$ cat config.mk
export PLATFORM = sky130hd
export DESIGN_NAME = dltq_cell
export DESIGN_NICKNAME = d
export VERILOG_FILES = /design/src/hdl/dltq_pkg.sv /design/src/hdl/dltq_cell.sv
export SDC_FILE = /design/constraint.sdc
export NUM_CORES = 1
export LEC_CHECK = 0
export ABC_AREA = 1
export BUFFER_PORTS_ARGS = -buffer_cell sky130_fd_sc_hd__buf_2
export CORE_AREA = 3 3 174 176
export CTS_CLUSTER_SIZE = 20
export DETAILED_ROUTE_END_ITERATION = 6
export DIE_AREA = 0 0 177 179
export GPL_TIMING_DRIVEN = 0
export PLACE_DENSITY_LB_ADDON = 0.2
export SETUP_SLACK_MARGIN = 0.2
export SYNTH_ARGS = -nofsm -noshare
export SYNTH_HDL_FRONTEND = slang
export SYNTH_SLANG_ARGS = --single-unit
$ cat constraint.sdc
create_clock -name clk_i -period 10.3 [get_ports clk_i]
set_input_delay 2.06 -clock clk_i [delete_from_list [all_inputs] [get_ports clk_i]]
set_output_delay 2.06 -clock clk_i [all_outputs]
set_load 0.05 [all_outputs]
$ cat src/hdl/dltq_pkg.sv
// Shared types and constants for the delta-list timer queue.
`timescale 1ns / 1ps
`default_nettype none

package dltq_pkg;

  localparam int unsigned DELTA_W     = 31;
  localparam int unsigned SEQ_W       = 32;
  localparam int unsigned PORT_W      = 16;
  localparam int unsigned KIND_W      = 2;
  localparam int unsigned MAX_RESULTS = 16;
  localparam int unsigned NRES_W      = $clog2(MAX_RESULTS + 1);

  // Input word selector (tuser).
  localparam logic FUNC_TICK   = 1'b0;
  localparam logic FUNC_INSERT = 1'b1;

  // Result kinds.
  localparam logic [KIND_W-1:0] KIND_ACCEPTED = 2'd0;
  localparam logic [KIND_W-1:0] KIND_FULL     = 2'd1;
  localparam logic [KIND_W-1:0] KIND_EXPIRED  = 2'd2;

  // One pending timer held by a cell.
  typedef struct packed {
    logic               vld;
    logic [DELTA_W-1:0] delta;
    logic [SEQ_W-1:0]   seq;
    logic [PORT_W-1:0]  port;
  } dltq_entry_t;

  // Item travelling down the chain during an insert. In search mode delta is
  // the remaining delay; in displace mode it is the pushed-out entry's delta.
  typedef struct packed {
    logic               vld;
    logic               disp;
    logic [DELTA_W-1:0] delta;
    logic [SEQ_W-1:0]   seq;
    logic [PORT_W-1:0]  port;
  } dltq_carry_t;

  // Commands broadcast from the controller to the cells.
  typedef struct packed {
    logic dec;
    logic shift;
  } dltq_cmd_t;

endpackage : dltq_pkg

`default_nettype wire

$ cat src/hdl/dltq_cell.sv
// One cell of the timer chain: holds a single entry and passes an insert on.
`timescale 1ns / 1ps
`default_nettype none

module dltq_cell
  import dltq_pkg::*;
(
  input  wire logic        clk_i,
  input  wire logic        rst_ni,
  input  wire dltq_cmd_t   cmd_i,
  input  wire dltq_carry_t carry_i,
  input  wire dltq_entry_t right_i,
  output dltq_carry_t      carry_o,
  output dltq_entry_t      ent_o
);

  logic               vld_q, vld_d;
  logic [DELTA_W-1:0] delta_q, delta_d;
  logic [SEQ_W-1:0]   seq_q, seq_d;
  logic [PORT_W-1:0]  port_q, port_d;
  logic               cvld_q, cvld_d;
  dltq_carry_t        cpay_q, cpay_d;

  always_comb begin
    vld_d   = vld_q;
    delta_d = delta_q;
    seq_d   = seq_q;
    port_d  = port_q;
    cvld_d  = 1'b0;
    cpay_d  = carry_i;
    if (cmd_i.shift) begin
      vld_d   = right_i.vld;
      delta_d = right_i.delta;
      seq_d   = right_i.seq;
      port_d  = right_i.port;
    end else if (cmd_i.dec) begin
      if (vld_q && (delta_q != '0)) begin
        delta_d = delta_q - DELTA_W'(1);
      end
    end else if (carry_i.vld) begin
      if (!carry_i.disp && vld_q && (carry_i.delta > delta_q)) begin
        // Pass this entry and keep searching with what is left.
        cvld_d       = 1'b1;
        cpay_d.delta = carry_i.delta - delta_q;
      end else begin
        // Take the carried timer here; push the old one to the right.
        vld_d   = 1'b1;
        delta_d = carry_i.delta;
        seq_d   = carry_i.seq;
        port_d  = carry_i.port;
        if (vld_q) begin
          cvld_d       = 1'b1;
          cpay_d.disp  = 1'b1;
          cpay_d.delta = carry_i.disp ? delta_q : (delta_q - carry_i.delta);
          cpay_d.seq   = seq_q;
          cpay_d.port  = port_q;
        end
      end
    end
  end

  always_ff @(posedge clk_i or negedge rst_ni) begin
    if (!rst_ni) begin
      vld_q  <= 1'b0;
      cvld_q <= 1'b0;
    end else begin
      vld_q  <= vld_d;
      cvld_q <= cvld_d;
    end
  end

  always_ff @(posedge clk_i) begin
    delta_q <= delta_d;
    seq_q   <= seq_d;
    port_q  <= port_d;
    cpay_q  <= cpay_d;
  end

  always_comb begin
    carry_o     = cpay_q;
    carry_o.vld = cvld_q;
    ent_o.vld   = vld_q;
    ent_o.delta = delta_q;
    ent_o.seq   = seq_q;
    ent_o.port  = port_q;
  end

endmodule : dltq_cell

`default_nettype wire

Word level (Yosys, flattened, before mapping)
Cells that the tools add are included. W data, S select, Z words.

Add/subtract/negate cells: 3. Magnitude comparators: 1. Equality and inequality tests: 4. Multiplexer cells: 30. Reduce and logical (&&, ||, !) cells: 9.

Operators with widths (count): $mux W80 (4); $mux W31 (7); $mux W32 (4); $mux W16 (4); $sub A31 B31 Y31 (2); $mux W48 (1); $gt A31 B31 Y1 (1); $reduce_bool A31 Y1 (1); $sub A31 B1 Y31 const B (1); $mux W1 (10); $reduce_and A3 Y1 (2); $ne A2 B2 Y1 const B (2); $logic_and A1 B1 Y1 (3); $ne A3 B2 Y1 const B (1); $ne A3 B3 Y1 const B (1); $reduce_bool A3 Y1 (1); $reduce_bool A2 Y1 (1); $logic_not A1 Y1 (1).

Flip-flop bits (word level): 161. Input port bits: 165. Output and inout bits: 161.

Logic depth before layout (Yosys ltp)
Gate-level depths: netlist of run 1.

Word-level depth: 7. Depth in mapped cells: 17.

Least setup slack after synthesis of run 1
No wires, ideal clock.

Kind: input to register. Start: input port carry_i[68] in the netlist's numbering. End: register port_q[0] (enable). Setup time: 0.407 ns. Arrival: 4.637 ns. Data required time: 9.893 ns. Slack: 5.257 ns. Stages: 12. Path buffers: 2. Cells stage by stage: inv_1 ha_1 buf_2 a21o_1 a21oi_1 nand2_1 a21oi_1 nand2_2 nand3_4 buf_2 nand3_1 nand2_1.

Cells in the longest elaborated chain, start to end: 4.

RTL lines: start: declaration (RTL line dltq_cell.sv:11) `input wire dltq_carry_t carry_i,`; $gt A31 B31 Y1 (RTL line dltq_cell.sv:41) `if (!carry_i.disp && vld_q && (carry_i.delta > delta_q)) begin`; $logic_and A1 B1 Y1 (RTL line dltq_cell.sv:41); $ne A2 B2 Y1 (no line); $reduce_and A3 Y1 (no line); end signal: assignment (RTL line dltq_cell.sv:75) `port_q <= port_d;`; end: declaration (RTL line dltq_cell.sv:20) `logic [PORT_W-1:0] port_q, port_d;`.

Every way passes these cells. A chain may end at the register's enable or synchronous reset.

Worst setup path after layout of run 1
Start: input port carry_i[74] in the netlist's numbering. End: register delta_q[5] (enable).

Cells in the longest elaborated chain, start to end: 4.

RTL lines: $gt A31 B31 Y1 (RTL line dltq_cell.sv:41); $logic_and A1 B1 Y1 (RTL line dltq_cell.sv:41); $ne A3 B3 Y1 (no line); $reduce_and A3 Y1 (no line); end signal: assignment (RTL line dltq_cell.sv:73) `delta_q <= delta_d;`; end: declaration (RTL line dltq_cell.sv:18) `logic [DELTA_W-1:0] delta_q, delta_d;`.

Every way passes these cells.

==> results.json, run 1 <==
{
  "vias_per_cell": 5.41,
  "ys_seq_area_share_pct": 35.1,
  "grt_setup_unrepaired": "false",
  "dp_hpwl_um": 41200,
  "synth_cells": 1683,
  "drc": 0,
  "finalCriticalPeriod_ns": 5.55,
  "synth_top_flop_cell": "dfxtp_1",
  "p_per_area_mw_per_mm2": 174,
  "worst_setup_path_start_kind": "input port",
  "placed_cell_area_mm2": 0.0136,
  "cp.required_ns": 10.34,
  "synth_cell_type_count": 40,
  "stdcell_count": 2426,
  "ant_nets": 0,
  "grt_pass1_vias": 12126,
  "synth-seq-cells": 161,
  "cp_slowest_cell": "inv_1",
  "path_delay_family": "buffers and inverters",
  "die_w_um": 177,
  "max-cap-violations": 0,
  "crit_buf_inv": 6,
  "fin_ws_ns": 4.75,
  "top_level_ports": 326,
  "cts_resized": 0,
  "drt_pass1_iterations": 5,
  "cts_buffers": 17,
  "report.final.setup_viol": 0,
  "drt_iter0_drc": 1278,
  "clk_latency_ns": 0.45,
  "synth_area_per_cell_um2": 6.82,
  "crit_type": "in2reg",
  "leakage_nw": 7.35,
  "crit_chain": "buf_2 -> inv_1 -> ha_1 -> buf_2 -> nand2_1 -> nor2_1 -> nand4_1 -> nor2_1 -> nand3_2 -> nand3_4 -> inv_2 -> buf_4 -> nand2_1 -> o221ai_1 -> inv_1",
  "start_util_pct": 39.9,
  "root_buffer": "clkbuf_16",
  "status": "complete, no violations",
  "ir_worst_vdd_v": 0.0000974,
  "cp-end-kind": "register",
  "worstMarginPinSlew_ns": 1.32,
  "final_max_slew_viol_count": 0,
  "hold_buffers": 0,
  "nets": 2257,
  "max_stage_delay_ns": 0.97,
  "grt_max_degree": 32,
  "vias": 13119,
  "routabilityCongestion": 0.990,
  "ys.warnings.count": 0,
  "placed_cells": 2393,
  "slew_headroom_pct": 12.0,
  "drive_above_1_share_pct": 20.3,
  "wl_per_cell_um": 21.4,
  "synth_edf_count": 79,
  "finalHoldViolCount": 0,
  "netlist_area_mm2": 0.0115,
  "cts_max_level": 4,
  "syn_to_final_growth_pct": 23.8,
  "path_clk_slew_ns": 0.08,
  "fillers": 3056,
  "path_max_fanout": 31,
  "period_share_pct": 53.9,
  "skew_ns": 0.0226,
  "finalPower_mw": 2.47,
  "clock-sinks": 161,
  "setup_tns_ns": 0,
  "wirelength_um": 51900,
  "die-area_mm2": 0.0317,
  "track_usage_pct": 31.2,
  "grt_overflow_total": 0,
  "cts_tree": "done",
  "core_mm2": 0.0288,
  "final_cell_area_mm2": 0.0142,
  "clockBufferDepth": 2,
  "numPortBuffers": 325,
  "pre_cts_slack_ns": 4.41,
  "cts_setup_buffers": 0,
  "rows": 62,
  "syn_nets": 1912,
  "grt_antenna_before_repair": 2,
  "hp-class": "reg2reg",
  "grt_pass1_wl_um": 73900,
  "timing.fmax_ghz": 0.180,
  "cp.arrival_ns": 5.59,
  "utilization_pct": 49.4,
  "synthArstFlopShare_pct": 1.24,
  "die_height_um": 179,
  "whs_ns": 0.496
}
## cell families after synthesis
family	count (synthesis)	synth area share [%]
AO/OA/AOI/OAI	261	13.1
AND/OR/NAND/NOR	902	31.9
flip-flops	161	35.1
adder cells (fa/ha/maj)	64	7.11
XOR/XNOR	58	4.43
buffers and inverters	237	8.37
## cells in the final DEF (no fill, tap or decap), types with 12 or more instances in the layout
master     Yosys  final
a21oi_1      114    114
a22oi_1       17     17
buf_2         23    348
clkbuf_1      33     33
clkbuf_16      0     17
dfxtp_1       80     80
edfxtp_1      79     79
ha_1          62     62
inv_1        156    156
nand2_1      606    605
nand3_1      130    130
nand4_1       12     12
nor2_1       124    124
o211ai_1      22     22
o21ai_0       68     68
xor2_1        47     47
## sequential cells by signal, summed over array words and instances (netlist names)
signal,count
port_q,16
carry_o,80
cvld_q,1
delta_q,31
seq_q,32
vld_q,1
## final timing paths
path / from / endpoint / slack [ns] / depth (start not counted)
worst max-delay path: carry_i[74] / delta_q[5]$_DFFE_PP_ / 4.75 / 15
worst min-delay path: seq_q[21]$_DFFE_PP_ / carry_o[37]$_DFF_P_ / 0.50 / 2
worst max register to register: delta_q[26]$_DFFE_PP_ / delta_q[5]$_DFFE_PP_ / 6.02 / 13
worst min register to register: seq_q[21]$_DFFE_PP_ / carry_o[37]$_DFF_P_ / 0.50 / 2
max in group asynchronous: rst_ni / cvld_q$_DFF_PN0_ / 8.80 / 1
min in group asynchronous: rst_ni / vld_q$_DFFE_PN0P_ / 1.40 / 1
## where the power goes
group / internal, mW / leakage (nW) / switching (mW) / total, mW
combinational: 0.270 / 5.55 / 0.726 / 0.996
sequential: 0.744 / 1.51 / 0.0563 / 0.800
clock: 0.335 / 0.292 / 0.343 / 0.678
## final cells by class
class / instances / area, um^2 / area share (%)
well taps: 384 / 480 / 3.38
inverters: 161 / 604 / 4.25
flip-flops and latches: 161 / 4020 / 28.3
clock buffers: 18 / 439 / 3.09
diodes: 1 / 2.50 / 0.0176
repair buffers: 326 / 1650 / 11.6
multi-input cells: 1285 / 6490 / 45.7
plain buffers: 76 / 355 / 2.50
clock inverters: 14 / 164 / 1.15
## per-layer routing
metal	track usage, %	up-vias	routed length [um]
met2	49.0	736	23200
met3	5.15	120	4480
met5	0	-	13
met4	11.7	2	1930
li1	-	6171	-
met1	43.1	6090	22300
## synth_stat cells (5+ instances only)
master	n	area, um^2
xnor2_1	11	96.3
nand2_1	606	2270
o21ai_0	68	340
a21o_1	8	60.1
clkbuf_1	33	124
edfxtp_1	79	2370
o21bai_1	10	75.1
nand3b_1	5	37.5
o211ai_1	22	165
xor2_1	47	412
a21oi_1	114	571
buf_2	23	115
o221ai_1	10	87.6
buf_4	7	52.6
buf_1	6	22.5
nor2_1	124	465
nor3_1	8	40.0
a22oi_1	17	128
inv_1	156	586
ha_1	62	776
dfxtp_1	80	1600
nand3_1	130	651
nand4_1	12	75.1
clkbuf_2	6	30.0
## tightest hold or removal path, cell delays in order, from the launching register on
cell,delay [ns]
edfxtp_1,0.35
nand3_1,0.07
nand2_1,0.06
No activity file was read; power rests on OpenSTA's default activity.
==> inputs of run 2 (changes only) <==
Settings changed: ABC_AREA 1 to 0, CORE_AREA 3 3 174 176 to 3 3 167 169, DIE_AREA 0 0 177 179 to 0 0 170 172.
Clock period 10.3 ns to 4.7 ns, I/O delays scaled along.
==> run 2 against run 1 <==
Clock-buffer cell count decreased by 1. Clock power up 130%. Clock skew down 0.0027 ns. Routed wire length decreased by 17%. Largest cell class unchanged.
==> results.json, run 2 <==
{
  "status": "complete, no violations",
  "vias": 10360,
  "synth_cells": 1157,
  "grt_pass1_wl_um": 62300,
  "cp_slowest_cell": "nand2b_2",
  "cts_buffers": 17,
  "cp-end-kind": "register",
  "crit_type": "in2reg",
  "drt_pass1_iterations": 5,
  "grt_setup_unrepaired": "false",
  "core_mm2": 0.0267,
  "clk_latency_ns": 0.44,
  "cts_max_level": 4,
  "track_usage_pct": 27.9,
  "crit_chain": "buf_2 -> inv_1 -> ha_1 -> clkbuf_1 -> a21oi_1 -> o21ai_0 -> o21ai_0 -> a211oi_1 -> o21ai_2 -> a21o_4 -> nand2b_2",
  "multiInputGateArea_mm2": 0.00605,
  "whs_ns": 0.280,
  "r2r_setup_slack_ns": 0.52,
  "final_common_cell": "buf_2",
  "hp-class": "in2async",
  "top_level_ports": 326,
  "synth_most_common_cell": "nand2_1",
  "final_cell_mix": "buf_2, nand2_1, o21ai_0",
  "cts_tree": "done",
  "final_max_slew_viol_count": 0,
  "final_cell_area_mm2": 0.0133,
  "placed_cells": 1822,
  "die_w_um": 170,
  "nets": 1731,
  "dp_hpwl_um": 32800,
  "timing.fmax_ghz": 0.232,
  "clockBufferDepth": 2,
  "wirelength_um": 43000,
  "netlist_area_mm2": 0.0106,
  "synth-seq-cells": 161,
  "max-cap-violations": 0,
  "utilization_pct": 49.9,
  "synthArstFlopShare_pct": 1.24,
  "fillers": 2598,
  "p_int_mw": 2.96,
  "path_clk_slew_ns": 0.08,
  "wl_per_cell_um": 23.1,
  "report.final.setup_viol": 0,
  "crit_buf_inv": 3,
  "synth_top_cell_area_share_pct": 22.4,
  "clockPowerShare_pct": 30.5,
  "yosys.area.top_type": "edfxtp_1",
  "p_sw_share_pct": 41.5,
  "start_util_pct": 39.6,
  "max_stage_delay_ns": 0.59,
  "ir_worst_vdd_v": 0.000220,
  "stdcell_count": 1859,
  "largest_reg_flops": 80,
  "slew_headroom_pct": 35.0,
  "path_max_fanout": 26,
  "worstMarginPinSlew_ns": 0.975,
  "skew_ns": 0.0199,
  "syn_nets": 1386,
  "synth_area_per_cell_um2": 9.16,
  "ys.warnings.count": 0,
  "fin_ws_ns": 0.388,
  "syn_to_final_growth_pct": 25.8,
  "die_height_um": 172,
  "worst_setup_path_start_kind": "input port",
  "ys_top_cells_by_area": "edfxtp_1, dfxtp_1, mux2_2, ha_1, o21ai_0",
  "clock-sinks": 161,
  "vias_per_cell": 5.57,
  "finalHoldViolCount": 0,
  "r2r-start": "delta_q[4]$_DFFE_PP_",
  "die-area_mm2": 0.0292,
  "cts_setup_buffers": 0,
  "rr_worst_depth": 9,
  "leakage_nw": 5.92,
  "cp.arrival_ns": 4.39,
  "grt_max_degree": 32,
  "synth_cell_type_count": 71,
  "p_per_area_mw_per_mm2": 380,
  "grt_antenna_before_repair": 7,
  "seq_area_mm2": 0.00402,
  "grt_pass1_vias": 10150,
  "p_sw_mw": 2.10,
  "yosys-top-cells-count": "nand2_1, o21ai_0, mux2_2",
  "finalCriticalPeriod_ns": 4.31,
  "ant_nets": 0,
  "root_buffer": "clkbuf_16",
  "synth_top_flop_cell": "dfxtp_1",
  "seq_power_share_pct": 33.8,
  "placed_cell_area_mm2": 0.0126,
  "drive_above_1_share_pct": 32.5,
  "p_comb_share_pct": 35.7,
  "ys_seq_area_share_pct": 38.0,
  "numPortBuffers": 324,
  "path_delay_family": "compound AO/OA/AOI/OAI gates",
  "rows": 60,
  "drc": 0,
  "r2r_end": "delta_q[3]$_DFFE_PP_",
  "cp.required_ns": 4.78,
  "cp_common_cell": "o21ai_0",
  "synth_edf_count": 79,
  "period_share_pct": 91.7,
  "pre_cts_slack_ns": -1.14,
  "drt_iter0_drc": 819,
  "routabilityCongestion": 0.917,
  "grt_overflow_total": 0
}
-- run 2: timing repair --
| item | 4_1_cts | 5_1_grt |
|---|---|---|
| endpoints found under the setup margin | 31 | 38 |
| resized for setup | 3 | 1 |
| gates cloned | 1 | 1 |
| pin swaps | 1 | 0 |
| hold buffers | 0 | 0 |
-- run 2: logic make-up after synthesis --
group / count (synthesis) / synth area share [%]
AOI/OAI and AO/OA: 330 / 19.2
xor gates and xnor gates: 71 / 5.87
adders and majority gates: 64 / 7.70
buffers and inverters: 141 / 5.29
DFF: 161 / 38.0
muxes: 106 / 11.2
and+or+nand+nor: 284 / 12.8
-- run 2: worst max path at each step --
stage                            from                     to  slack, ns  cells past startpoint
after CTS                 carry_i[53]    carry_o[76]$_DFF_P_       0.34                     12
after global routing      carry_i[54]  delta_q[20]$_DFFE_PP_       0.21                     11
after global placement    carry_i[54]  delta_q[10]$_DFFE_PP_      -1.21                     11
after detailed placement  carry_i[54]  delta_q[13]$_DFFE_PP_      -1.14                     11
final                     carry_i[54]   delta_q[3]$_DFFE_PP_       0.39                     11
after floorplan           carry_i[76]   delta_q[0]$_DFFE_PP_       0.49                     10
-- run 2: worst register-to-register path: stages, from the launching register on --
cell	delay (ns)
edfxtp_1	0.53
ha_1	0.35
clkbuf_1	0.24
a21oi_1	0.30
o21ai_0	0.14
o21ai_0	0.50
a211oi_1	0.22
o21ai_2	0.49
a21o_4	0.46
nand2b_2	0.60
-- run 2: layout make-up --
class,instances,area share (%)
diodes,3,0.0563
plain buffers,71,2.23
clock buffers,17,3.19
clock inverters,15,1.60
inverters,70,1.97
multi-input cells,857,45.4
flip-flops and latches,161,30.2
well taps,341,3.20
repair buffers,324,12.2
-- run 2: power groups by stage --
stage	registers (mW)	logic, mW	clock network, mW
2_1_floorplan	2.14	0.856	0
3_3_place_gp	1.74	1.77	0
3_5_place_dp	1.74	1.77	0
4_1_cts	1.71	1.78	1.56
5_1_grt	1.73	1.94	1.61
6_report	1.71	1.81	1.54
-- run 2: stage by stage --
| step | total power, mW | setup TNS [ns] |
|---|---|---|
| 2_1_floorplan | 2.99 | 0 |
| 3_3_place_gp | 3.51 | -51.14 |
| 3_5_place_dp | 3.51 | -43.63 |
| 4_1_cts | 5.06 | 0 |
| 5_1_grt | 5.28 | 0 |
| 6_report | 5.06 | 0 |
-- run 2: routing by layer --
| layer | up-vias | routed length [um] | part of all wire, % | global-route usage, % |
|---|---|---|---|---|
| li1 | 4877 | - | - | - |
| met1 | 4975 | 18000 | 42 | 36.3 |
| met2 | 446 | 20600 | 48 | 46.7 |
| met3 | 58 | 3450 | 8.0 | 6.74 |
| met4 | 4 | 919 | 2.1 | 7.80 |
| met5 | - | 27 | 0.063 | 0 |
==> inputs of run 3 (changes only) <==
Settings changed: ABC_AREA 0 to 1, CORE_AREA 3 3 167 169 to 3 3 174 176, DIE_AREA 0 0 170 172 to 0 0 177 179.
==> run 3 against run 2 <==
Combinational power up 20%. Routed wire length up 21%. Hold slack worse by 0.0014 ns. Core utilization fell by 0.50 points. Clock-buffer cell count grew 1. Critical path type unchanged. Clock power down 3%. Cell count is 31% higher. Largest cell class unchanged. Maximum frequency rose by 3.1%.
==> results.json, run 3 (synthesis results as in run 1) <==
{
  "status": "complete, no violations",
  "worstMarginPinSlew_ns": 1.10,
  "rr_worst_depth": 14,
  "start_util_pct": 39.9,
  "ant_nets": 0,
  "report.final.setup_viol": 0,
  "path_delay_family": "buffers and inverters",
  "clockPowerShare_pct": 27.4,
  "max_stage_delay_ns": 0.68,
  "vias": 13153,
  "routabilityCongestion": 0.990,
  "hp-class": "in2async",
  "die-area_mm2": 0.0317,
  "grt_pass1_vias": 12126,
  "wl_met1_um": 22200,
  "grt_antenna_before_repair": 2,
  "worst_setup_path_start_kind": "input port",
  "nets": 2257,
  "finalCriticalPeriod_ns": 4.18,
  "finalHoldViolCount": 0,
  "wl_per_cell_um": 21.4,
  "path_clk_slew_ns": 0.08,
  "final_max_slew_viol_count": 0,
  "placed_cells": 2393,
  "leakage_nw": 7.35,
  "track_usage_pct": 31.2,
  "hold_buffers": 0,
  "r2r_setup_slack_ns": 0.67,
  "cts_tree": "done",
  "p_sw_mw": 2.46,
  "cp.arrival_ns": 4.13,
  "stdcell_count": 2426,
  "cp.required_ns": 4.65,
  "clockBufferDepth": 2,
  "cp-end-kind": "register",
  "setup_tns_ns": 0,
  "grt_overflow_total": 0,
  "placed_cell_area_mm2": 0.0136,
  "root_buffer": "clkbuf_16",
  "seq_power_share_pct": 32.3,
  "p_int_mw": 2.96,
  "r2r_end": "delta_q[16]$_DFFE_PP_",
  "syn_to_final_growth_pct": 23.9,
  "clk_latency_ns": 0.44,
  "cp_slowest_cell": "clkinvlp_4",
  "period_share_pct": 89.0,
  "die_height_um": 179,
  "top_layer": "met5",
  "p_per_area_mw_per_mm2": 382,
  "crit_type": "in2reg",
  "numPortBuffers": 325,
  "wl_met3_um": 4520,
  "core_mm2": 0.0288,
  "p_comb_share_pct": 40.3,
  "max-cap-violations": 0,
  "cp.depth": 16,
  "grt_setup_unrepaired": "false",
  "path_max_fanout": 31,
  "final_common_cell": "nand2_1",
  "wl_met2_um": 23300,
  "utilization_pct": 49.4,
  "whs_ns": 0.278,
  "dp_hpwl_um": 41200,
  "vias_per_cell": 5.42,
  "slew_headroom_pct": 26.0,
  "wirelength_um": 51900,
  "final_cell_mix": "nand2_1, buf_2, inv_1",
  "r2r-start": "delta_q[26]$_DFFE_PP_",
  "cts_buffers": 17,
  "largest_reg_flops": 80,
  "top_level_ports": 326,
  "clock-sinks": 161,
  "drt_pass1_iterations": 6,
  "finalPower_mw": 5.42,
  "skew_ns": 0.0199,
  "pre_cts_slack_ns": -0.0712,
  "rows": 62,
  "drive_above_1_share_pct": 20.3,
  "ir_worst_vdd_v": 0.000209,
  "crit_buf_inv": 7,
  "crit_chain": "buf_2 -> inv_1 -> ha_1 -> buf_2 -> nand2_1 -> nor2_1 -> inv_1 -> nor3_1 -> a21oi_1 -> nand2_2 -> nand3_4 -> inv_2 -> buf_4 -> nand2_1 -> o221ai_1 -> clkinvlp_4",
  "cts_max_level": 4,
  "final_cell_area_mm2": 0.0142,
  "timing.fmax_ghz": 0.239,
  "die_w_um": 177,
  "drt_iter0_drc": 1278,
  "fin_ws_ns": 0.517,
  "grt_pass1_wl_um": 73900,
  "grt_max_degree": 32,
  "drc": 0,
  "p_sw_share_pct": 45.5
}
==> run 3: changes by cell type in the layout (fill, tap and decap cells not counted), moves of 19 or more <==
cell      previous run  this run
mux2_2              94         0
inv_1               69       155
xnor2_1             45        11
nand2_1            110       605
a21oi_1             80       114
nand3_1             23       130
nor2_1              65       124
o21ai_0            109        68
xor2_1              26        47
clkbuf_1            52        33
==> run 3: power by group through the flow <==
stage	clock, mW	sequential (mW)	combinational, mW
after floorplan	0	2.21	1.02
after global placement	0	1.78	2.12
after detailed placement	0	1.78	2.14
after CTS	1.50	1.75	2.15
after global routing	1.55	1.76	2.35
final	1.49	1.75	2.18
==> run 3: worst max-delay path by stage <==
stage                            end  slack [ns]   startpoint
2_1_floorplan    port_q[0]$_DFFE_PP_        0.78  carry_i[68]
3_3_place_gp     seq_q[14]$_DFFE_PP_       -0.79  carry_i[74]
3_5_place_dp   delta_q[27]$_DFFE_PP_       -0.07  carry_i[74]
4_1_cts        delta_q[19]$_DFFE_PP_        0.36  carry_i[74]
5_1_grt         delta_q[4]$_DFFE_PP_        0.34  carry_i[77]
6_report       delta_q[16]$_DFFE_PP_        0.52  carry_i[71]
==> run 3: worst register-to-register path, cell delays in order, from the launching register on <==
cell	delay (ns)
edfxtp_1	0.52
ha_1	0.33
buf_2	0.23
nand2_1	0.15
nor2_1	0.25
inv_1	0.09
nor3_1	0.24
a21oi_1	0.14
nand2_2	0.14
nand3_4	0.14
inv_2	0.17
buf_4	0.25
nand2_1	0.07
o221ai_1	0.14
clkinvlp_4	0.68
==> run 3: layout make-up <==
| cell class | instances | area [um^2] |
|---|---|---|
| fill | 3056 | 14600 |
| sequential | 161 | 4020 |
| inverter | 161 | 608 |
| antenna | 1 | 2.50 |
| clock buffer | 18 | 439 |
| tap | 384 | 480 |
| clock inverter | 14 | 164 |
| multi-input combinational | 1285 | 6490 |
| buffer | 76 | 355 |
| timing repair buffer | 326 | 1650 |
==> run 3: timing repair <==
action | 4_1_cts | 5_1_grt
gates resized for setup | 0 | 1
endpoints found under the setup margin | 0 | 31
buffers inserted | 0 | 0
==> run 3: metal layers <==
layer / vias to the layer above / track usage (%)
met5: - / 0
met4: 2 / 11.7
met3: 119 / 5.15
met2: 746 / 49.0
met1: 6114 / 43.1
li1: 6172 / -
